$ cat config.mk
export PLATFORM = sky130hd
export DESIGN_NAME = calendar_date_offset_unit_flat
export DESIGN_NICKNAME = d
export VERILOG_FILES = /design/src/rtl/core/cdo_pkg.sv /design/src/rtl/core/cdo_if.sv /design/src/rtl/core/cdo_datapath.sv /design/src/rtl/core/cdo_ctrl.sv /design/src/rtl/core/calendar_date_offset_unit.sv /design/src/flat_wrapper.sv
export SDC_FILE = /design/constraint.sdc
export NUM_CORES = 1
export LEC_CHECK = 0
export BUFFER_PORTS_ARGS = -buffer_cell sky130_fd_sc_hd__buf_4
export CAP_MARGIN = 10
export CORE_UTILIZATION = 46
export CTS_CLUSTER_SIZE = 28
export DETAILED_ROUTE_END_ITERATION = 7
export PLACE_DENSITY = 0.69
export RECOVER_POWER = 25
export SLEW_MARGIN = 20
export SYNTH_ARGS = -nofsm -noshare
export SYNTH_HDL_FRONTEND = slang
export SYNTH_SLANG_ARGS = --single-unit
$ cat constraint.sdc
create_clock -name clk -period 9 [get_ports clk]
set_input_delay 0.45 -clock clk [delete_from_list [all_inputs] [get_ports clk]]
set_output_delay 0.45 -clock clk [all_outputs]
set_load 0.005 [all_outputs]
$ cat src/rtl/core/cdo_pkg.sv
// Shared types, constants and helper functions for the calendar date offset unit.
// Used by the channel interfaces, the controller, the datapath and the top level.
`default_nettype none

package cdo_pkg;

    localparam int YEAR_BITS  = 14;
    localparam int COUNT_BITS = 10;

    localparam int OP_W     = 3;
    localparam int DAY_W    = 5;
    localparam int MONTH_W  = 4;
    localparam int WDAY_W   = 3;
    localparam int STATUS_W = 2;
    localparam int REM_W    = 7;
    localparam int TERM_W   = 6;

    // year / 100 always fits in YEAR_BITS - 6 bits
    localparam int CENT_W      = YEAR_BITS - 6;
    localparam int STEP_W      = COUNT_BITS + 3;
    localparam int YSUM_W      = ((YEAR_BITS > COUNT_BITS + 4) ? YEAR_BITS : COUNT_BITS + 4) + 1;
    localparam int SUM_W       = 3 * ((CENT_W + 6) / 3);
    localparam int PROD_W      = 2 * YEAR_BITS + 1;
    localparam int RECIP_SHIFT = YEAR_BITS + 7;

    typedef logic [OP_W-1:0]       op_t;
    typedef logic [DAY_W-1:0]      day_t;
    typedef logic [MONTH_W-1:0]    month_t;
    typedef logic [YEAR_BITS-1:0]  year_t;
    typedef logic [COUNT_BITS-1:0] count_t;
    typedef logic [WDAY_W-1:0]     wday_t;
    typedef logic [STATUS_W-1:0]   status_t;
    typedef logic [REM_W-1:0]      rem_t;
    typedef logic [CENT_W-1:0]     cent_t;
    typedef logic [STEP_W-1:0]     step_t;
    typedef logic [SUM_W-1:0]      wsum_t;

    localparam year_t YEAR_MAX = '1;
    localparam logic [YEAR_BITS:0] RECIP = (YEAR_BITS + 1)'((2 ** RECIP_SHIFT + 99) / 100);
    localparam rem_t REM_LAST = 7'd99;

    localparam op_t OP_DAYS    = 3'd0;
    localparam op_t OP_WEEKS   = 3'd1;
    localparam op_t OP_MONTHS  = 3'd2;
    localparam op_t OP_YEARS   = 3'd3;
    localparam op_t OP_DECADES = 3'd4;

    localparam status_t STATUS_OK       = 2'd0;
    localparam status_t STATUS_BAD_DATE = 2'd1;
    localparam status_t STATUS_YEAR_OVF = 2'd2;

    localparam month_t MONTH_FEB = 4'd2;
    localparam month_t MONTH_DEC = 4'd12;

    localparam day_t MONTH_LEN [12] = '{
        5'd31, 5'd28, 5'd31, 5'd30, 5'd31, 5'd30,
        5'd31, 5'd31, 5'd30, 5'd31, 5'd30, 5'd31
    };

    // (31 * shifted month) / 12, with January and February counted as months 11 and 12
    localparam logic [TERM_W-1:0] MONTH_TERM [12] = '{
        6'd28, 6'd31, 6'd2, 6'd5, 6'd7, 6'd10,
        6'd12, 6'd15, 6'd18, 6'd20, 6'd23, 6'd25
    };

    typedef struct packed {
        logic load;
        logic mul;
        logic split;
        logic check_invalid;
        logic years_ovf;
        logic years_add;
        logic steps_init;
        logic step;
        logic restore;
        logic wsum;
        logic wload;
    } cdo_cmd_t;

    typedef struct packed {
        logic date_bad;
        logic op_steps;
        logic op_years;
        logic count_zero;
        logic years_ovf;
        logic step_ovf;
        logic step_last;
    } cdo_stat_t;

    // Year given as year % 100 and year / 100
    function automatic logic is_leap(input rem_t rem, input cent_t cent);
        is_leap = (rem[1:0] == 2'b00) && ((rem != '0) || (cent[1:0] == 2'b00));
    endfunction

    function automatic day_t days_in(input logic leap, input month_t m);
        if ((m == '0) || (m > MONTH_DEC))
            days_in = '0;
        else if (m == MONTH_FEB)
            days_in = leap ? 5'd29 : 5'd28;
        else
            days_in = MONTH_LEN[4'(m - 4'd1)];
    endfunction

    function automatic logic [TERM_W-1:0] month_term(input month_t m);
        if ((m == '0) || (m > MONTH_DEC))
            month_term = '0;
        else
            month_term = MONTH_TERM[4'(m - 4'd1)];
    endfunction

    // 8 == 1 mod 7: add the octal digits, then fold twice
    function automatic wday_t mod7(input wsum_t v);
        logic [5:0] s1;
        logic [3:0] s2;
        s1 = '0;
        for (int g = 0; g < SUM_W / 3; g++)
            s1 = s1 + 6'(v[3*g +: 3]);
        s2 = 4'(s1[5:3]) + 4'(s1[2:0]);
        if (s2 >= 4'd14)
            mod7 = '0;
        else if (s2 >= 4'd7)
            mod7 = 3'(s2 - 4'd7);
        else
            mod7 = s2[2:0];
    endfunction

endpackage

`default_nettype wire

$ cat src/rtl/core/cdo_if.sv
// Valid/ready channel interfaces for the date offset request and its result.
// Depends on cdo_pkg for the payload types.
`default_nettype none

interface cdo_req_if;
    logic            valid;
    logic            ready;
    cdo_pkg::op_t    operation;
    cdo_pkg::day_t   start_day;
    cdo_pkg::month_t start_month;
    cdo_pkg::year_t  start_year;
    cdo_pkg::count_t step_count;

    modport source (
        output valid, operation, start_day, start_month, start_year, step_count,
        input  ready
    );
    modport sink (
        input  valid, operation, start_day, start_month, start_year, step_count,
        output ready
    );
endinterface

interface cdo_rsp_if;
    logic             valid;
    logic             ready;
    cdo_pkg::day_t    new_day;
    cdo_pkg::month_t  new_month;
    cdo_pkg::year_t   new_year;
    cdo_pkg::wday_t   weekday;
    cdo_pkg::status_t status;

    modport source (
        output valid, new_day, new_month, new_year, weekday, status,
        input  ready
    );
    modport sink (
        input  valid, new_day, new_month, new_year, weekday, status,
        output ready
    );
endinterface

`default_nettype wire

$ cat src/rtl/core/cdo_datapath.sv
// Datapath: date registers, year split by reciprocal multiply, day/month stepper,
// weekday sum and result register. Depends on cdo_pkg.
`default_nettype none

module cdo_datapath (
    input  logic                clk,
    input  cdo_pkg::cdo_cmd_t   cmd,
    output cdo_pkg::cdo_stat_t  stat,
    input  cdo_pkg::op_t        operation,
    input  cdo_pkg::day_t       start_day,
    input  cdo_pkg::month_t     start_month,
    input  cdo_pkg::year_t      start_year,
    input  cdo_pkg::count_t     step_count,
    output cdo_pkg::day_t       new_day,
    output cdo_pkg::month_t     new_month,
    output cdo_pkg::year_t      new_year,
    output cdo_pkg::wday_t      weekday,
    output cdo_pkg::status_t    status
);

    cdo_pkg::op_t                 op_reg;
    cdo_pkg::count_t              n_reg;
    cdo_pkg::day_t                d_reg, d0_reg;
    cdo_pkg::month_t              m_reg, m0_reg;
    cdo_pkg::year_t               y_reg, y0_reg;
    cdo_pkg::rem_t                rem_reg, rem0_reg;
    cdo_pkg::cent_t               cent_reg, cent0_reg;
    logic [cdo_pkg::PROD_W-1:0]   prod_reg;
    cdo_pkg::step_t               steps_reg;
    cdo_pkg::status_t             status_reg;
    cdo_pkg::wsum_t               wsum_reg;

    cdo_pkg::day_t                out_day_reg;
    cdo_pkg::month_t              out_month_reg;
    cdo_pkg::year_t               out_year_reg;
    cdo_pkg::wday_t               out_wday_reg;
    cdo_pkg::status_t             out_status_reg;

    cdo_pkg::cent_t               cent_q;
    cdo_pkg::rem_t                rem_q;
    logic                         leap_cur, leap_inc, leap_n, m_wrap;
    cdo_pkg::day_t                dim_cur, dim_n, d_clamp;
    cdo_pkg::month_t              m_next;
    cdo_pkg::rem_t                rem_inc;
    cdo_pkg::cent_t               cent_inc;
    cdo_pkg::day_t                d_step;
    cdo_pkg::month_t              m_step;
    cdo_pkg::year_t               y_step;
    cdo_pkg::rem_t                rem_step;
    cdo_pkg::cent_t               cent_step;
    logic [cdo_pkg::YSUM_W-1:0]   ysum;
    cdo_pkg::step_t               steps_init;
    logic                         shift_year;
    cdo_pkg::rem_t                w_rem;
    cdo_pkg::cent_t               w_cent;
    cdo_pkg::wsum_t               wsum_next;

    // year / 100 from the registered product, remainder by back-multiply
    assign cent_q = prod_reg[cdo_pkg::RECIP_SHIFT +: cdo_pkg::CENT_W];
    assign rem_q  = cdo_pkg::REM_W'(y_reg - (cdo_pkg::year_t'(cent_q) * cdo_pkg::year_t'(100)));

    assign leap_cur = cdo_pkg::is_leap(rem_reg, cent_reg);
    assign dim_cur  = cdo_pkg::days_in(leap_cur, m_reg);
    assign m_wrap   = (m_reg == cdo_pkg::MONTH_DEC);
    assign m_next   = m_wrap ? 4'd1 : 4'(m_reg + 4'd1);
    assign rem_inc  = (rem_reg == cdo_pkg::REM_LAST) ? '0 : 7'(rem_reg + 7'd1);
    assign cent_inc = (rem_reg == cdo_pkg::REM_LAST) ? cdo_pkg::CENT_W'(cent_reg + 1'b1)
                                                     : cent_reg;
    assign leap_inc = cdo_pkg::is_leap(rem_inc, cent_inc);
    assign leap_n   = m_wrap ? leap_inc : leap_cur;
    assign dim_n    = cdo_pkg::days_in(leap_n, m_next);
    assign d_clamp  = (d_reg > dim_n) ? dim_n : d_reg;

    always_comb
    begin
        d_step    = d_reg;
        m_step    = m_reg;
        y_step    = y_reg;
        rem_step  = rem_reg;
        cent_step = cent_reg;
        if ((op_reg == cdo_pkg::OP_MONTHS) || (d_reg == dim_cur))
        begin
            d_step = (op_reg == cdo_pkg::OP_MONTHS) ? d_clamp : 5'd1;
            m_step = m_next;
            if (m_wrap)
            begin
                y_step    = cdo_pkg::YEAR_BITS'(y_reg + 1'b1);
                rem_step  = rem_inc;
                cent_step = cent_inc;
            end
        end
        else
        begin
            d_step = 5'(d_reg + 5'd1);
        end
    end

    assign ysum = cdo_pkg::YSUM_W'(y_reg)
                + ((op_reg == cdo_pkg::OP_DECADES)
                   ? (cdo_pkg::YSUM_W'(n_reg) << 3) + (cdo_pkg::YSUM_W'(n_reg) << 1)
                   : cdo_pkg::YSUM_W'(n_reg));

    assign steps_init = (op_reg == cdo_pkg::OP_WEEKS)
                      ? cdo_pkg::STEP_W'((cdo_pkg::STEP_W'(n_reg) << 3) - cdo_pkg::STEP_W'(n_reg))
                      : cdo_pkg::STEP_W'(n_reg);

    // Weekday: with y = 100c + r, y + y/4 - y/100 + y/400 == 5c + c/4 + r + r/4 (mod 7)
    assign shift_year = (m_reg <= cdo_pkg::MONTH_FEB);
    assign w_rem  = (shift_year && (rem_reg == '0)) ? cdo_pkg::REM_LAST
                  : (shift_year ? 7'(rem_reg - 7'd1) : rem_reg);
    assign w_cent = (shift_year && (rem_reg == '0)) ? cdo_pkg::CENT_W'(cent_reg - 1'b1)
                  : cent_reg;
    assign wsum_next = cdo_pkg::SUM_W'(w_cent)
                     + cdo_pkg::SUM_W'({w_cent, 2'b00})
                     + cdo_pkg::SUM_W'(w_cent >> 2)
                     + cdo_pkg::SUM_W'(w_rem)
                     + cdo_pkg::SUM_W'(w_rem >> 2)
                     + cdo_pkg::SUM_W'(d_reg)
                     + cdo_pkg::SUM_W'(cdo_pkg::month_term(m_reg));

    assign stat.date_bad   = (y_reg == '0) || (d_reg == '0) || (d_reg > dim_cur);
    assign stat.op_steps   = (op_reg == cdo_pkg::OP_DAYS) || (op_reg == cdo_pkg::OP_WEEKS)
                          || (op_reg == cdo_pkg::OP_MONTHS);
    assign stat.op_years   = (op_reg == cdo_pkg::OP_YEARS) || (op_reg == cdo_pkg::OP_DECADES);
    assign stat.count_zero = (n_reg == '0);
    assign stat.years_ovf  = (ysum[cdo_pkg::YSUM_W-1:cdo_pkg::YEAR_BITS] != '0);
    assign stat.step_ovf   = m_wrap && (y_reg == cdo_pkg::YEAR_MAX)
                          && ((op_reg == cdo_pkg::OP_MONTHS) || (d_reg == dim_cur));
    assign stat.step_last  = (steps_reg == cdo_pkg::STEP_W'(1));

    always_ff @(posedge clk)
    begin
        if (cmd.load)
        begin
            op_reg     <= operation;
            n_reg      <= step_count;
            d_reg      <= start_day;
            m_reg      <= start_month;
            y_reg      <= start_year;
            d0_reg     <= start_day;
            m0_reg     <= start_month;
            y0_reg     <= start_year;
            status_reg <= cdo_pkg::STATUS_OK;
        end
        if (cmd.mul)
            prod_reg <= cdo_pkg::PROD_W'(y_reg) * cdo_pkg::PROD_W'(cdo_pkg::RECIP);
        if (cmd.split)
        begin
            cent_reg <= cent_q;
            rem_reg  <= rem_q;
        end
        if (cmd.check_invalid)
            status_reg <= cdo_pkg::STATUS_BAD_DATE;
        if (cmd.years_ovf)
            status_reg <= cdo_pkg::STATUS_YEAR_OVF;
        if (cmd.years_add)
            y_reg <= cdo_pkg::YEAR_BITS'(ysum);
        if (cmd.steps_init)
        begin
            steps_reg <= steps_init;
            rem0_reg  <= rem_reg;
            cent0_reg <= cent_reg;
        end
        if (cmd.step)
        begin
            d_reg     <= d_step;
            m_reg     <= m_step;
            y_reg     <= y_step;
            rem_reg   <= rem_step;
            cent_reg  <= cent_step;
            steps_reg <= cdo_pkg::STEP_W'(steps_reg - 1'b1);
        end
        // year ran out: hand back the start date
        if (cmd.restore)
        begin
            d_reg      <= d0_reg;
            m_reg      <= m0_reg;
            y_reg      <= y0_reg;
            rem_reg    <= rem0_reg;
            cent_reg   <= cent0_reg;
            status_reg <= cdo_pkg::STATUS_YEAR_OVF;
        end
        if (cmd.wsum)
            wsum_reg <= wsum_next;
        if (cmd.wload)
        begin
            out_day_reg    <= d_reg;
            out_month_reg  <= m_reg;
            out_year_reg   <= y_reg;
            out_wday_reg   <= (status_reg == cdo_pkg::STATUS_BAD_DATE) ? '0
                                                                       : cdo_pkg::mod7(wsum_reg);
            out_status_reg <= status_reg;
        end
    end

    assign new_day   = out_day_reg;
    assign new_month = out_month_reg;
    assign new_year  = out_year_reg;
    assign weekday   = out_wday_reg;
    assign status    = out_status_reg;

endmodule

`default_nettype wire

$ cat src/rtl/core/cdo_ctrl.sv
// Controller: sequences load, year split, checks, stepping and weekday for one request.
// Drives the datapath through cdo_pkg::cdo_cmd_t and owns the channel handshakes.
`default_nettype none

module cdo_ctrl (
    input  logic                clk,
    input  logic                rst_n,
    input  logic                in_valid,
    output logic                in_ready,
    output logic                out_valid,
    input  logic                out_ready,
    input  cdo_pkg::cdo_stat_t  stat,
    output cdo_pkg::cdo_cmd_t   cmd
);

    typedef enum logic [6:0] {
        S_IDLE  = 7'b0000001,
        S_DIV   = 7'b0000010,
        S_SPLIT = 7'b0000100,
        S_CHECK = 7'b0001000,
        S_STEP  = 7'b0010000,
        S_WSUM  = 7'b0100000,
        S_WMOD  = 7'b1000000
    } state_t;

    state_t state_reg, state_next;
    logic   years_pass_reg, years_pass_next;
    logic   out_valid_reg, out_valid_next;

    always_comb
    begin
        cmd             = '0;
        state_next      = state_reg;
        years_pass_next = years_pass_reg;
        out_valid_next  = out_valid_reg && !out_ready;
        case (state_reg)
            S_IDLE:
            begin
                if (in_valid)
                begin
                    cmd.load        = 1'b1;
                    years_pass_next = 1'b0;
                    state_next      = S_DIV;
                end
            end
            S_DIV:
            begin
                cmd.mul    = 1'b1;
                state_next = S_SPLIT;
            end
            S_SPLIT:
            begin
                cmd.split  = 1'b1;
                state_next = years_pass_reg ? S_WSUM : S_CHECK;
            end
            S_CHECK:
            begin
                state_next = S_WSUM;
                if (stat.date_bad)
                begin
                    cmd.check_invalid = 1'b1;
                end
                else if (stat.op_steps)
                begin
                    if (!stat.count_zero)
                    begin
                        cmd.steps_init = 1'b1;
                        state_next     = S_STEP;
                    end
                end
                else if (stat.op_years)
                begin
                    if (stat.years_ovf)
                    begin
                        cmd.years_ovf = 1'b1;
                    end
                    else
                    begin
                        // new year needs its own split before the weekday
                        cmd.years_add   = 1'b1;
                        years_pass_next = 1'b1;
                        state_next      = S_DIV;
                    end
                end
            end
            S_STEP:
            begin
                if (stat.step_ovf)
                begin
                    cmd.restore = 1'b1;
                    state_next  = S_WSUM;
                end
                else
                begin
                    cmd.step = 1'b1;
                    if (stat.step_last)
                        state_next = S_WSUM;
                end
            end
            S_WSUM:
            begin
                cmd.wsum   = 1'b1;
                state_next = S_WMOD;
            end
            S_WMOD:
            begin
                // hold until the result register is free
                if (!out_valid_reg || out_ready)
                begin
                    cmd.wload      = 1'b1;
                    out_valid_next = 1'b1;
                    state_next     = S_IDLE;
                end
            end
            default:
            begin
                state_next = S_IDLE;
            end
        endcase
    end

    always_ff @(posedge clk or negedge rst_n)
    begin
        if (!rst_n)
        begin
            state_reg      <= S_IDLE;
            years_pass_reg <= 1'b0;
            out_valid_reg  <= 1'b0;
        end
        else
        begin
            state_reg      <= state_next;
            years_pass_reg <= years_pass_next;
            out_valid_reg  <= out_valid_next;
        end
    end

    assign in_ready  = (state_reg == S_IDLE);
    assign out_valid = out_valid_reg;

endmodule

`default_nettype wire

$ cat src/rtl/core/calendar_date_offset_unit.sv
// Gregorian date offset unit: adds days, weeks, months, years or decades to a date.
// A request runs DIV, SPLIT, CHECK, then STEP for a good date with a nonzero count of days,
// weeks or months, stepping one day or month per cycle, or DIV and SPLIT again for years and
// decades in range, then WSUM and WMOD. A new request is taken while the last result waits.
// rst_n clears the controller and result valid asynchronously; no memories need clearing.
// Depends on cdo_pkg, cdo_if, cdo_ctrl and cdo_datapath.
`default_nettype none

module calendar_date_offset_unit (
    input  logic      clk,
    input  logic      rst_n,
    cdo_req_if.sink   request,
    cdo_rsp_if.source result
);

    cdo_pkg::cdo_cmd_t  cmd;
    cdo_pkg::cdo_stat_t stat;
    logic               in_ready;
    logic               out_valid;

    cdo_ctrl u_ctrl (
        .clk       (clk),
        .rst_n     (rst_n),
        .in_valid  (request.valid),
        .in_ready  (in_ready),
        .out_valid (out_valid),
        .out_ready (result.ready),
        .stat      (stat),
        .cmd       (cmd)
    );

    cdo_datapath u_datapath (
        .clk         (clk),
        .cmd         (cmd),
        .stat        (stat),
        .operation   (request.operation),
        .start_day   (request.start_day),
        .start_month (request.start_month),
        .start_year  (request.start_year),
        .step_count  (request.step_count),
        .new_day     (result.new_day),
        .new_month   (result.new_month),
        .new_year    (result.new_year),
        .weekday     (result.weekday),
        .status      (result.status)
    );

    assign request.ready = in_ready;
    assign result.valid  = out_valid;

`ifndef SYNTHESIS
    a_busy_after_accept: assert property (@(posedge clk) disable iff (!rst_n)
        request.valid && request.ready |=> !request.ready)
        else $error("request accepted while a transaction is in progress");

    a_bad_date_weekday: assert property (@(posedge clk) disable iff (!rst_n)
        result.valid && (result.status == cdo_pkg::STATUS_BAD_DATE) |-> (result.weekday == '0))
        else $error("invalid date result carries a nonzero weekday");

    a_ok_result_sane: assert property (@(posedge clk) disable iff (!rst_n)
        result.valid && (result.status == cdo_pkg::STATUS_OK)
        |-> (result.new_day != '0) && (result.new_month != '0) && (result.weekday != 3'd7))
        else $error("good result carries an impossible date or weekday");
`endif

endmodule

`default_nettype wire

$ cat src/flat_wrapper.sv
// flat-port wrapper written by rule: the top's interface ports become plain ports
module calendar_date_offset_unit_flat 
  (clk, rst_n, request_valid, request_operation, request_start_day, request_start_month, request_start_year, request_step_count, request_ready, result_valid, result_new_day, result_new_month, result_new_year, result_weekday, result_status, result_ready);
  cdo_req_if request_i ();
  cdo_rsp_if result_i ();
  input  logic clk;
  input  logic rst_n;
  input wire logic [$bits(request_i.valid)-1:0] request_valid;
  input wire logic [$bits(request_i.operation)-1:0] request_operation;
  input wire logic [$bits(request_i.start_day)-1:0] request_start_day;
  input wire logic [$bits(request_i.start_month)-1:0] request_start_month;
  input wire logic [$bits(request_i.start_year)-1:0] request_start_year;
  input wire logic [$bits(request_i.step_count)-1:0] request_step_count;
  output wire logic [$bits(request_i.ready)-1:0] request_ready;
  output wire logic [$bits(result_i.valid)-1:0] result_valid;
  output wire logic [$bits(result_i.new_day)-1:0] result_new_day;
  output wire logic [$bits(result_i.new_month)-1:0] result_new_month;
  output wire logic [$bits(result_i.new_year)-1:0] result_new_year;
  output wire logic [$bits(result_i.weekday)-1:0] result_weekday;
  output wire logic [$bits(result_i.status)-1:0] result_status;
  input wire logic [$bits(result_i.ready)-1:0] result_ready;
  assign request_i.valid = request_valid;
  assign request_i.operation = request_operation;
  assign request_i.start_day = request_start_day;
  assign request_i.start_month = request_start_month;
  assign request_i.start_year = request_start_year;
  assign request_i.step_count = request_step_count;
  assign request_ready = request_i.ready;
  assign result_valid = result_i.valid;
  assign result_new_day = result_i.new_day;
  assign result_new_month = result_i.new_month;
  assign result_new_year = result_i.new_year;
  assign result_weekday = result_i.weekday;
  assign result_status = result_i.status;
  assign result_i.ready = result_ready;
  calendar_date_offset_unit u_core (.clk(clk), .rst_n(rst_n), .request(request_i), .result(result_i));
endmodule
==> metrics.md, run 1 <==
| Metric | Value |
|---|---|
| Outcome | finished, final reports clean |
| Hold Path Origin | request_operation[0] |
| Clock latency on the worst-skew pair | 450 ps |
| Synth area leaders | edfxtp_1 (30%), ha_1 (17%), fa_1 (13%), inv_1 (5.6%), xnor2_1 (4.1%) |
| Num ports | 70 |
| # placed instances | 1911 |
| Yosys reg bits | 161 |
| TritonCTS clock tree | built |
| Vias per cell | 5.569 |
| Routed via count | 10820 |
| Ys flop type | edfxtp_1 |
| CTS Hold Bufs | 1 |
| Area of the multi-input gates | 0.009120 mm^2 |
| Worst Tran Pin Value | 960.8 ps |
| First-pass GRT wire length | 56.52 mm |
| Wire per inst | 17.80 um |
| Post-route setup TNS | 0 ps |
| DIE WIDTH | 181.9 um |
| DP HPWL | 26.46 mm |
| Clock sinks | 161 |
| CP Launch Point | u_core.u_datapath.m_reg[0] |
| Number of synthesized flops with an enable pin | 150 |
| Max Root-Sink Buffers | 2 |
| Design Power | 0.006295 W |
| Post-synth ARST share | 5.590% |
| CP Capture Type | flip-flop |
| Syn avg cell area | 10.08 um^2 |
| Fin. Hold Viols | 0 |
| Crit path max fanout | 18 |
| Max-slew violations | 0 |
| Drt pass-1 iters | 5 |
| Finished Layout Cells | 1943 |
| Startpoint Class | flip-flop |
| GP Congestion | 0.9030 |
| Unrepaired setup endpoints after global routing | no |
| Final ANT Viol Nets | 0 |
| Slew HR | 35.71% |
| Largest net degree at the start of global routing | 56 |
| Die Span Y | 181.9 um |
| FF-to-FF Start | u_core.u_datapath.m_reg[0] |
| Most frequent cells in the layout | inv_1 (221), ha_1 (205), edfxtp_1 (150) |
| Root buffer cell | clkbuf_16 |
| Reg clk slew, reported paths | 70 ps |
| Die area | 0.03307 mm^2 |
| Initial Utilization | 46.91% |
| Fill count | 2850 |
| Pwr dens | 384.4 mW/mm^2 |
| Crit Path Class | flip-flop to flip-flop |
| Clock Skews | 11.33 ps |
| Post-synthesis sequential area ratio | 32.06% |
| Reg2reg path depth | 22 |
| Synth-to-layout area growth | 10.07% |
| Vias in the first global route | 10840 |
| Area of the core | 0.03172 mm^2 |
| Initial antenna violation count | 1 |
| CP arrival | 6850 ps |
| R2R Setup Slk | 2340 ps |
| Syn Std Cell Area | 0.01488 mm^2 |
| Final-report setup violation count | 0 |
| Period utilization | 73.95% |
| Grt ovf | 0 |
| Top-area cell type share of the netlist area | 30.27% |
| Most common cell after layout, fill and taps aside | inv_1 |
| Routed WL | 34.59 mm |
| Synth Warn # | 0 |
| Worst setup path end | u_core.u_datapath.wsum_reg[11] |
| CTS Buf Count | 17 |
| Final nets | 1874 |
| VDD IR max | 608.6 uV |
| Share of cells above drive strength 1 | 7.143% |
| Minimum clock period | 6655 ps |
| GRT Total Usage | 21.88% |
| Post_cts resized | 0 |
| Register area | 0.004771 mm^2 |
| FP Rows | 65 |
| Remaining DRCs | 0 |
| H-tree depth | 4 |
| Leak | 7.308 nW |
| Post-synthesis cell type count | 77 |
| Peak Freq | 150.3 MHz |
| CP required | 9190 ps |
| Cell taking the most area after synthesis | edfxtp_1 |
| Synthesized Nets | 1821 |
| Post-route core utilization | 51.64% |
| Initial DRC count | 796 |
| Post-CTS setup buffer count | 0 |
| Reg-to-Reg End | u_core.u_datapath.wsum_reg[11] |
| Cell count after synthesis | 1476 |
| Worst hold path type | input pin to flip-flop |
| Port bufs | 69 |
| Maxcap violations | 0 |
==> cells in the mapped netlist, types with 6 or more instances <==
cell type,number
o211ai_1,14
nor2_1,72
a31oi_1,11
clkbuf_1,34
inv_1,221
and3_1,14
nand2b_1,9
a21o_1,19
fa_1,100
a21oi_1,83
and2_1,6
buf_2,8
xor2_1,28
dfrtp_1,8
mux2i_1,8
nand4_1,7
o21ai_0,67
nand2_1,104
nor4_1,7
ha_1,205
xnor2_1,69
nand3_1,36
or3_1,6
nand3b_1,7
o22ai_1,7
nor3_1,37
nor2b_1,12
o21bai_1,10
a211oi_1,16
o21a_1,19
edfxtp_1,150
==> where the power goes <==
group | internal [W] | switching [W] | total [W]
clock network | 0.000486 | 0.000311 | 0.000797
logic | 0.00187 | 0.00240 | 0.00427
registers | 0.00106 | 0.000166 | 0.00123
total | 0.00342 | 0.00288 | 0.00630
==> metal layers <==
metal | part of all wire [%] | global-route usage, % | vias to the layer above | routed length (um)
li1 | - | - | 5230 | -
met1 | 46 | 29.40 | 5248 | 15950
met2 | 48 | 36.28 | 280 | 16500
met3 | 4.0 | 3.329 | 63 | 1387
met4 | 2.2 | 6.958 | 0 | 755
met5 | 0 | 0 | - | 0
==> per-stage QoR <==
step	hold WS (ps)	cell area, um^2	setup WS, ps
after global placement	279.7	15800	2608
after CTS	169.3	16430	2353
final	196.7	16380	2345
after floorplan	154.4	14880	2974
after global routing	188.3	16380	1842
after detailed placement	281.3	15800	2364
==> final cells by class <==
cell class | instances | share of cell area, %
Multi-Input combinational cell | 1050 | 55.68
Sequential cell | 161 | 29.13
Inverter | 221 | 5.065
Timing Repair Buffer | 78 | 3.247
Tap cell | 402 | 3.071
Clock buffer | 18 | 2.620
Clock inverter | 12 | 1.169
Antenna cell | 1 | 0.01528
==> how the worst min path moves through the flow <==
stage                                             end  depth (start not counted)
after floorplan               u_core.u_ctrl.out_valid                          0
after global routing      u_core.u_datapath.op_reg[2]                          1
after detailed placement      u_core.u_ctrl.out_valid                          1
after global placement     u_core.u_ctrl.state_reg[6]                          1
after CTS                  u_core.u_datapath.n_reg[4]                          1
final                     u_core.u_datapath.op_reg[0]                          1
==> cells by family after synthesis <==
kind of cell | after synthesis | share of synthesized area (%)
adder cells (fa/ha/maj) | 306 | 30.76
AND/OR/NAND/NOR | 345 | 11.50
flip-flops | 161 | 32.06
AO/OA/AOI/OAI | 292 | 12.51
buffers and inverters | 265 | 6.761
XOR/XNOR | 97 | 5.710
multiplexers | 10 | 0.6895
==> worst max-delay path: stages, from the launching register on <==
cell      delay (ps)
edfxtp_1         630
inv_1            350
ha_1             300
o21a_1           320
nand2_1          210
nor4_1           390
nand3_1          150
xnor2_1          360
fa_1             480
inv_1             80
fa_1             430
fa_1             550
inv_1             50
fa_1             470
ha_1             240
fa_1             400
a21o_1           190
a21oi_1          230
o21bai_1          90
a21oi_1          210
inv_1             60
a21oi_1          140
o21bai_1          70
Power figures use the tool's default switching activity.
==> run 2: changes to the inputs <==
Settings changed: PLACE_DENSITY 0.69 to 0.71.
Clock period 9 ns to 6.1 ns, I/O delays scaled along.
==> run 2 against run 1 <==
Worst hold slack worse by 140 ps. Sequential power is 41% higher. Final cell count is 1.4% higher. Sequential share of layout area is 0.20 points lower. Cell area is 0.70% higher. Critical path type unchanged. Critical endpoint unchanged.
==> metrics.md, run 2 (synthesized netlist as in run 1, its figures left out) <==
| Metric | Value |
|---|---|
| Outcome | finished, final reports clean |
| Worst path cell trace | clkbuf_1, nand2_1, o21ai_1, a21oi_1, fa_1, inv_1, fa_1, inv_1, fa_1, fa_1, ha_1, fa_1, a21o_1, a21oi_1, o21bai_1, a21oi_1, inv_1, a21oi_1, o21bai_1 |
| Slew HR | 32.72% (-3.0 points) |
| Post-route core utilization | 52.00% (+0.36 points) |
| Area of the core | 0.03172 mm^2 (unchanged) |
| Crit path max fanout | 18 (unchanged) |
| Clock latency on the worst-skew pair | 450 ps (about the same) |
| Most frequent cells in the layout | inv_1 (221), ha_1 (205), edfxtp_1 (150) |
| H-tree depth | 4 (unchanged) |
| CP max stage delay | 610 ps (-20 ps) |
| GRT Total Usage | 21.26% (-0.61 points) |
| Leak | 7.362 nW (+0.74%) |
| CP Depth | 19 (-14%) |
| Initial Utilization | 46.91% (unchanged) |
| Die area | 0.03307 mm^2 (unchanged) |
| Most common cell after layout, fill and taps aside | inv_1 |
| Most frequent CP cell | fa_1 |
| Max Root-Sink Buffers | 2 (unchanged) |
| R2R Setup Slk | 380 ps (-1970 ps) |
| GP Congestion | 0.9476 (+4.9%) |
| Port bufs | 69 (unchanged) |
| Worst Tran Pin Value | 1007 ps (+46.02 ps) |
| Clock Skews | 18.77 ps (+7.435 ps) |
| Startpoint Class | flip-flop |
| Post-route setup TNS | 0 ps (unchanged) |
| TritonCTS clock tree | built |
| CP Launch Point | u_core.u_datapath.m_reg[3] |
| Finished Layout Cells | 1970 (+1.4%) |
| VDD IR max | 636.6 uV (+4.6%) |
| Largest net degree at the start of global routing | 56 (unchanged) |
| FF-to-FF Start | u_core.u_datapath.m_reg[3] |
| Worst hold path type | input pin to flip-flop |
| CP required | 6300 ps (-2890 ps) |
| Num ports | 70 (unchanged) |
| Final ANT Viol Nets | 0 (unchanged) |
| Reg clk slew, reported paths | 70 ps (about the same) |
| Vias per cell | 5.543 (-0.47%) |
| Unrepaired setup endpoints after global routing | no |
| Die Span Y | 181.9 um (unchanged) |
| Routed WL | 34.07 mm (-1.5%) |
| Share of cells above drive strength 1 | 7.972% (+0.83 points) |
| Peak Freq | 174.8 MHz (+16%) |
| Reg-to-Reg End | u_core.u_datapath.wsum_reg[11] |
| Max-slew violations | 0 (unchanged) |
| Fin. Hold Viols | 0 (unchanged) |
| Period utilization | 93.78% (+20 points) |
| First-pass GRT wire length | 55.23 mm (-2.3%) |
| Vias in the first global route | 10750 (-0.80%) |
| CP arrival | 5920 ps (-930 ps) |
| Final nets | 1900 (+1.4%) |
| # placed instances | 1935 (+1.3%) |
| Pwr dens | 560.9 mW/mm^2 (+46%) |
| Cell family with the largest share of critical-path delay | adder cells |
| Final-report setup violation count | 0 (unchanged) |
| DIE WIDTH | 181.9 um (unchanged) |
| Initial antenna violation count | 0 (-1) |
| Reg2reg path depth | 19 (-14%) |
| Wire per inst | 17.29 um (-2.8%) |
| Root buffer cell | clkbuf_16 |
| Drt pass-1 iters | 6 (+1) |
| Clock sinks | 161 (unchanged) |
| CP Capture Type | flip-flop |
| Worst setup path end | u_core.u_datapath.wsum_reg[11] |
| CTS Buf Count | 17 (unchanged) |
| Critical-path top delay cell | clkbuf_1 |
| Minimum clock period | 5721 ps (-934.7 ps) |
| Maxcap violations | 0 (unchanged) |
| FP Rows | 65 (unchanged) |
| Synth-to-layout area growth | 10.85% |
| Worst Path Buf+Inv | 4 (unchanged) |
| DP HPWL | 26.46 mm (about the same) |
| Grt ovf | 0 (unchanged) |
| Routed via count | 10920 (+0.91%) |
| Initial DRC count | 880 (+11%) |
| Remaining DRCs | 0 (unchanged) |
| Crit Path Class | flip-flop to flip-flop |
| Diode count | 0 (-1) |
-- run 2: changes by cell type in the layout (fill, tap and decap cells not counted), sizes merged, moves of 2 or more --
cell      change
clkbuf       +16
buf           +9
inv          +11
bufinv        -5
clkinvlp      -2
-- run 2: worst min-delay path by stage --
stage,slack [ps],depth (start not counted),to,from
finish,60,1,u_core.u_datapath.n_reg[1],request_step_count[1]
global route,40,1,u_core.u_datapath.n_reg[8],request_step_count[8]
CTS,20,1,u_core.u_datapath.n_reg[8],request_step_count[8]
detailed placement,140,1,u_core.u_ctrl.state_reg[6],rst_n
global placement,140,1,u_core.u_ctrl.out_valid,rst_n
floorplan,9,0,u_core.u_ctrl.out_valid,rst_n
-- run 2: layout make-up --
class | count | area (um^2)
Multi-Input combinational cell | 1050 | 9156
Sequential cell | 161 | 4771
Fill cell | 2865 | 15220
Tap cell | 402 | 503.0
Clock inverter | 15 | 156.4
Inverter | 221 | 829.5
Timing Repair Buffer | 104 | 651.9
Clock buffer | 17 | 425.4
-- run 2: metal layers --
metal | wire [um] | vias up | part of all wire [%] | GRT usage (%)
li1 | - | 5293 | - | -
met1 | 15320 | 5249 | 45 | 28.77
met2 | 16180 | 327 | 47 | 35.08
met3 | 1898 | 51 | 5.6 | 3.550
met4 | 671 | 0 | 2.0 | 6.151
met5 | 0 | - | 0 | 0
-- run 2: where the power goes --
group / internal [W] / switching [W] / total [W]
Clock: 0.000549 / 0.000531 / 0.00108
Combinational: 0.00277 / 0.00366 / 0.00643
Sequential: 0.00156 / 0.000172 / 0.00174
-- run 2: worst register-to-register path, cell delays in order, from the launching register on --
cell	delay (ps)
edfxtp_1	360
clkbuf_1	610
nand2_1	190
o21ai_1	600
a21oi_1	160
fa_1	530
inv_1	50
fa_1	470
inv_1	50
fa_1	440
fa_1	410
ha_1	230
fa_1	410
a21o_1	190
a21oi_1	210
o21bai_1	90
a21oi_1	210
inv_1	60
a21oi_1	140
o21bai_1	70
-- run 2: per-stage QoR --
step / worst slack (ps) / hold WS (ps) / total power, W / cell area (um^2)
after detailed placement: 153.8 / 136.7 / 0.008153 / 15990
after CTS: 149.7 / 19.48 / 0.009312 / 16580
after global placement: 362.1 / 135.4 / 0.007877 / 15990
after floorplan: 74.03 / 9.409 / 0.006608 / 14880
after global routing: 14.94 / 39.94 / 0.01035 / 16490
final: 379.4 / 56.09 / 0.009251 / 16490
-- run 2: repair_timing --
action / in CTS / in global routing
setup buffers: 0 / 2
endpoints found under the setup margin: 0 / 3
hold buffers: 1 / 0
hold endpoints to repair: 9 / 0
gates resized for setup: 0 / 5
==> run 3: changes to the inputs <==
Settings changed: CTS_BUF_LIST set to sky130_fd_sc_hd__clkbuf_4 sky130_fd_sc_hd__clkbuf_8.
==> run 3 against run 2 <==
Critical path depth rose by 4. Wire length rose by 0.55%. Flip-flop and latch count did not move. Cell area rose by 0.91%. Clock skew rose by 2.0 ps. Count of clock-buffer cells in the layout did not move. Non-clock buffer count rose by 33. Core utilization rose by 0.47 points. Via count rose by 1.2%. Maximum frequency fell by 0.52%. Worst hold slack improved by 37 ps. Sequential share of layout area fell by 0.26 points. Largest cell class unchanged. Largest power group unchanged.
==> metrics.md, run 3 (synthesized netlist as in run 1, its figures left out) <==
| Metric | Value |
|---|---|
| Finished Layout Cells | 2003 (+1.7%) |
| Drt pass-1 iters | 6 (unchanged) |
| CP required | 6340 ps (+40 ps) |
| Cells on Worst Hold Path | 3 (+2) |
| Unrepaired setup endpoints after global routing | no |
| Die area | 0.03307 mm^2 (unchanged) |
| TritonCTS clock tree | built |
| Fin. Hold Viols | 0 (unchanged) |
| Worst hold path type | input pin to flip-flop |
| Hold Path Origin | result_ready |
| Worst Tran Pin Value | 1019 ps (+11.80 ps) |
| Num ports | 70 (unchanged) |
| Vias per cell | 5.515 (-0.51%) |
| Register area | 0.004771 mm^2 (unchanged) |
| Post-route setup TNS | 0 ps (unchanged) |
| Share of cells above drive strength 1 | 7.995% (+0.023 points) |
| Max Root-Sink Buffers | 2 (unchanged) |
| CP Capture Type | flip-flop |
| VDD IR max | 637.9 uV (+0.21%) |
| Area of the core | 0.03172 mm^2 (unchanged) |
| Die Span Y | 181.9 um (unchanged) |
| Peak Freq | 173.9 MHz (-0.52%) |
| First-pass GRT wire length | 55.60 mm (+0.66%) |
| H-tree depth | 4 (unchanged) |
| Maxcap violations | 0 (unchanged) |
| Reg2reg path depth | 23 (+4) |
| Port bufs | 69 (unchanged) |
| CTS Buf Count | 17 (unchanged) |
| Remaining DRCs | 0 (unchanged) |
| Outcome | finished, final reports clean |
| Reg-to-Reg End | u_core.u_datapath.wsum_reg[11] |
| Final nets | 1933 (+1.7%) |
| Root buffer cell | clkbuf_8 |
| Pwr dens | 540.2 mW/mm^2 (-3.7%) |
| Initial Utilization | 46.91% (unchanged) |
| Leak | 7.423 nW (+0.83%) |
| Final-report setup violation count | 0 (unchanged) |
| Clock power share | 9.0% (-2.7 points) |
| Clock Skews | 20.79 ps (+2.028 ps) |
| Final ANT Viol Nets | 0 (unchanged) |
| Period utilization | 94.27% (+0.49 points) |
| Initial DRC count | 932 (+5.9%) |
| DP HPWL | 26.46 mm (unchanged) |
| DIE WIDTH | 181.9 um (unchanged) |
| R2R Setup Slk | 350 ps (-30 ps) |
| Clock sinks | 161 (unchanged) |
| Initial antenna violation count | 0 (unchanged) |
| Diode count | 0 (unchanged) |
| GP Congestion | 0.9476 (unchanged) |
| Pint | 0.004657 W (-4.7%) |
| Minimum clock period | 5751 ps (+30.15 ps) |
| Most common cell after layout, fill and taps aside | inv_1 |
| NetSw | 0.004333 W (-0.73%) |
| Hold worst-path end | u_core.u_ctrl.out_valid |
| Max-slew violations | 0 (unchanged) |
| Crit Path Class | flip-flop to flip-flop |
| CP arrival | 5990 ps (+70 ps) |
| Slew HR | 31.93% (-0.79 points) |
| Reg clk slew, reported paths | 100 ps (+30 ps) |
| Clock latency on the worst-skew pair | 490 ps (+40 ps) |
| Comb pwr share | 71.7% (+2.1 points) |
| Synth-to-layout area growth | 11.86% |
| Largest net degree at the start of global routing | 56 (unchanged) |
| Crit path max fanout | 6 (-12) |
| Grt ovf | 0 (unchanged) |
| Startpoint Class | flip-flop |
| Fill count | 2861 (-0.14%) |
| Wire per inst | 17.10 um (-1.1%) |
| Most frequent cells in the layout | inv_1 (221), ha_1 (205), edfxtp_1 (150) |
| Vias in the first global route | 11010 (+2.4%) |
| Routed via count | 11050 (+1.2%) |
| # placed instances | 1935 (unchanged) |
| FF-to-FF Start | u_core.u_datapath.rem_reg[1] |
| FP Rows | 65 (unchanged) |
| Sw Ratio | 48.19% (+1.0 points) |
| GRT Total Usage | 21.32% (+0.059 points) |
| Register share of total power | 19.3% (+0.5 points) |
| Routed WL | 34.26 mm (+0.55%) |
| Area of the multi-input gates | 0.009156 mm^2 (unchanged) |
-- run 3: cell types whose count changed in the layout (fill, tap and decap cells not counted) --
cell,previous run,this run
clkbuf_1,35,32
clkbuf_16,17,0
dlygate4sd3_1,1,34
clkbuf_8,0,17
clkbuf_4,20,22
buf_4,48,49
-- run 3: power by group through the flow --
stage / Sequential, W / Combinational [W] / Clock, W
final: 0.00173 / 0.00644 / 0.000811
after global routing: 0.00176 / 0.00747 / 0.000857
after CTS: 0.00173 / 0.00649 / 0.000822
after detailed placement: 0.00176 / 0.00639 / 0
after global placement: 0.00176 / 0.00612 / 0
after floorplan: 0.00171 / 0.00490 / 0
-- run 3: critical path, stage by stage, from the launching register on --
cell and delay (ps):
edfxtp_1 450, inv_1 110, ha_1 200, and3_1 180
nand2_1 210, nor4_4 270, nand3b_1 170, xnor2_2 180
inv_1 100, fa_1 480, inv_1 50, fa_1 460
fa_1 550, inv_1 50, fa_1 520, inv_1 70
fa_1 450, a21o_1 190, a21oi_1 230, o21bai_1 90
a21oi_1 220, inv_1 60, a21oi_1 140, o21bai_1 70
-- run 3: per-layer routing --
metal	routed length [um]	vias up	GRT usage (%)
met5	0	-	0
met4	602	0	5.782
met3	1880	43	3.430
met2	16310	328	35.95
met1	15460	5328	28.43
li1	-	5347	-
-- run 3: per-stage QoR --
step	worst slack, ps	hold slack [ps]	util [%]	power (W)	cell area [um^2]
2_1_floorplan	74.03	9.409	-	0.006608	14880
3_3_place_gp	362.1	135.4	50.40	0.007877	15990
3_5_place_dp	153.8	136.7	50.40	0.008153	15990
4_1_cts	123.8	1.489	52.71	0.009049	16720
5_1_grt	1.215	82.66	52.47	0.01009	16640
6_report	349.3	92.74	52.47	0.008990	16640
-- run 3: timing repair --
item	in CTS	in global routing
gates resized for setup	0	5
hold endpoints to repair	42	0
buffers inserted	0	2
setup endpoints to repair	0	3
hold buffers	34	0
-- run 3: worst max path at each step --
stage | from | to | slack [ps] | cells past startpoint
finish | u_core.u_datapath.rem_reg[1] | u_core.u_datapath.wsum_reg[11] | 350 | 23
global route | u_core.u_datapath.rem_reg[1] | u_core.u_datapath.wsum_reg[11] | 1 | 23
CTS | u_core.u_datapath.rem_reg[1] | u_core.u_datapath.wsum_reg[11] | 120 | 23
detailed placement | u_core.u_datapath.rem_reg[1] | u_core.u_datapath.wsum_reg[11] | 150 | 23
global placement | u_core.u_datapath.rem_reg[1] | u_core.u_datapath.wsum_reg[11] | 360 | 23
floorplan | u_core.u_datapath.m_reg[0] | u_core.u_datapath.wsum_reg[11] | 70 | 23
-- run 3: final cells by class --
| class | count | share of cell area, % |
|---|---|---|
| clock buffers | 17 | 1.406 |
| clock inverters | 15 | 0.9397 |
| inverters | 221 | 4.984 |
| multi-input cells | 1050 | 55.01 |
| flip-flops and latches | 161 | 28.66 |
| well taps | 402 | 3.022 |
| repair buffers | 137 | 5.969 |
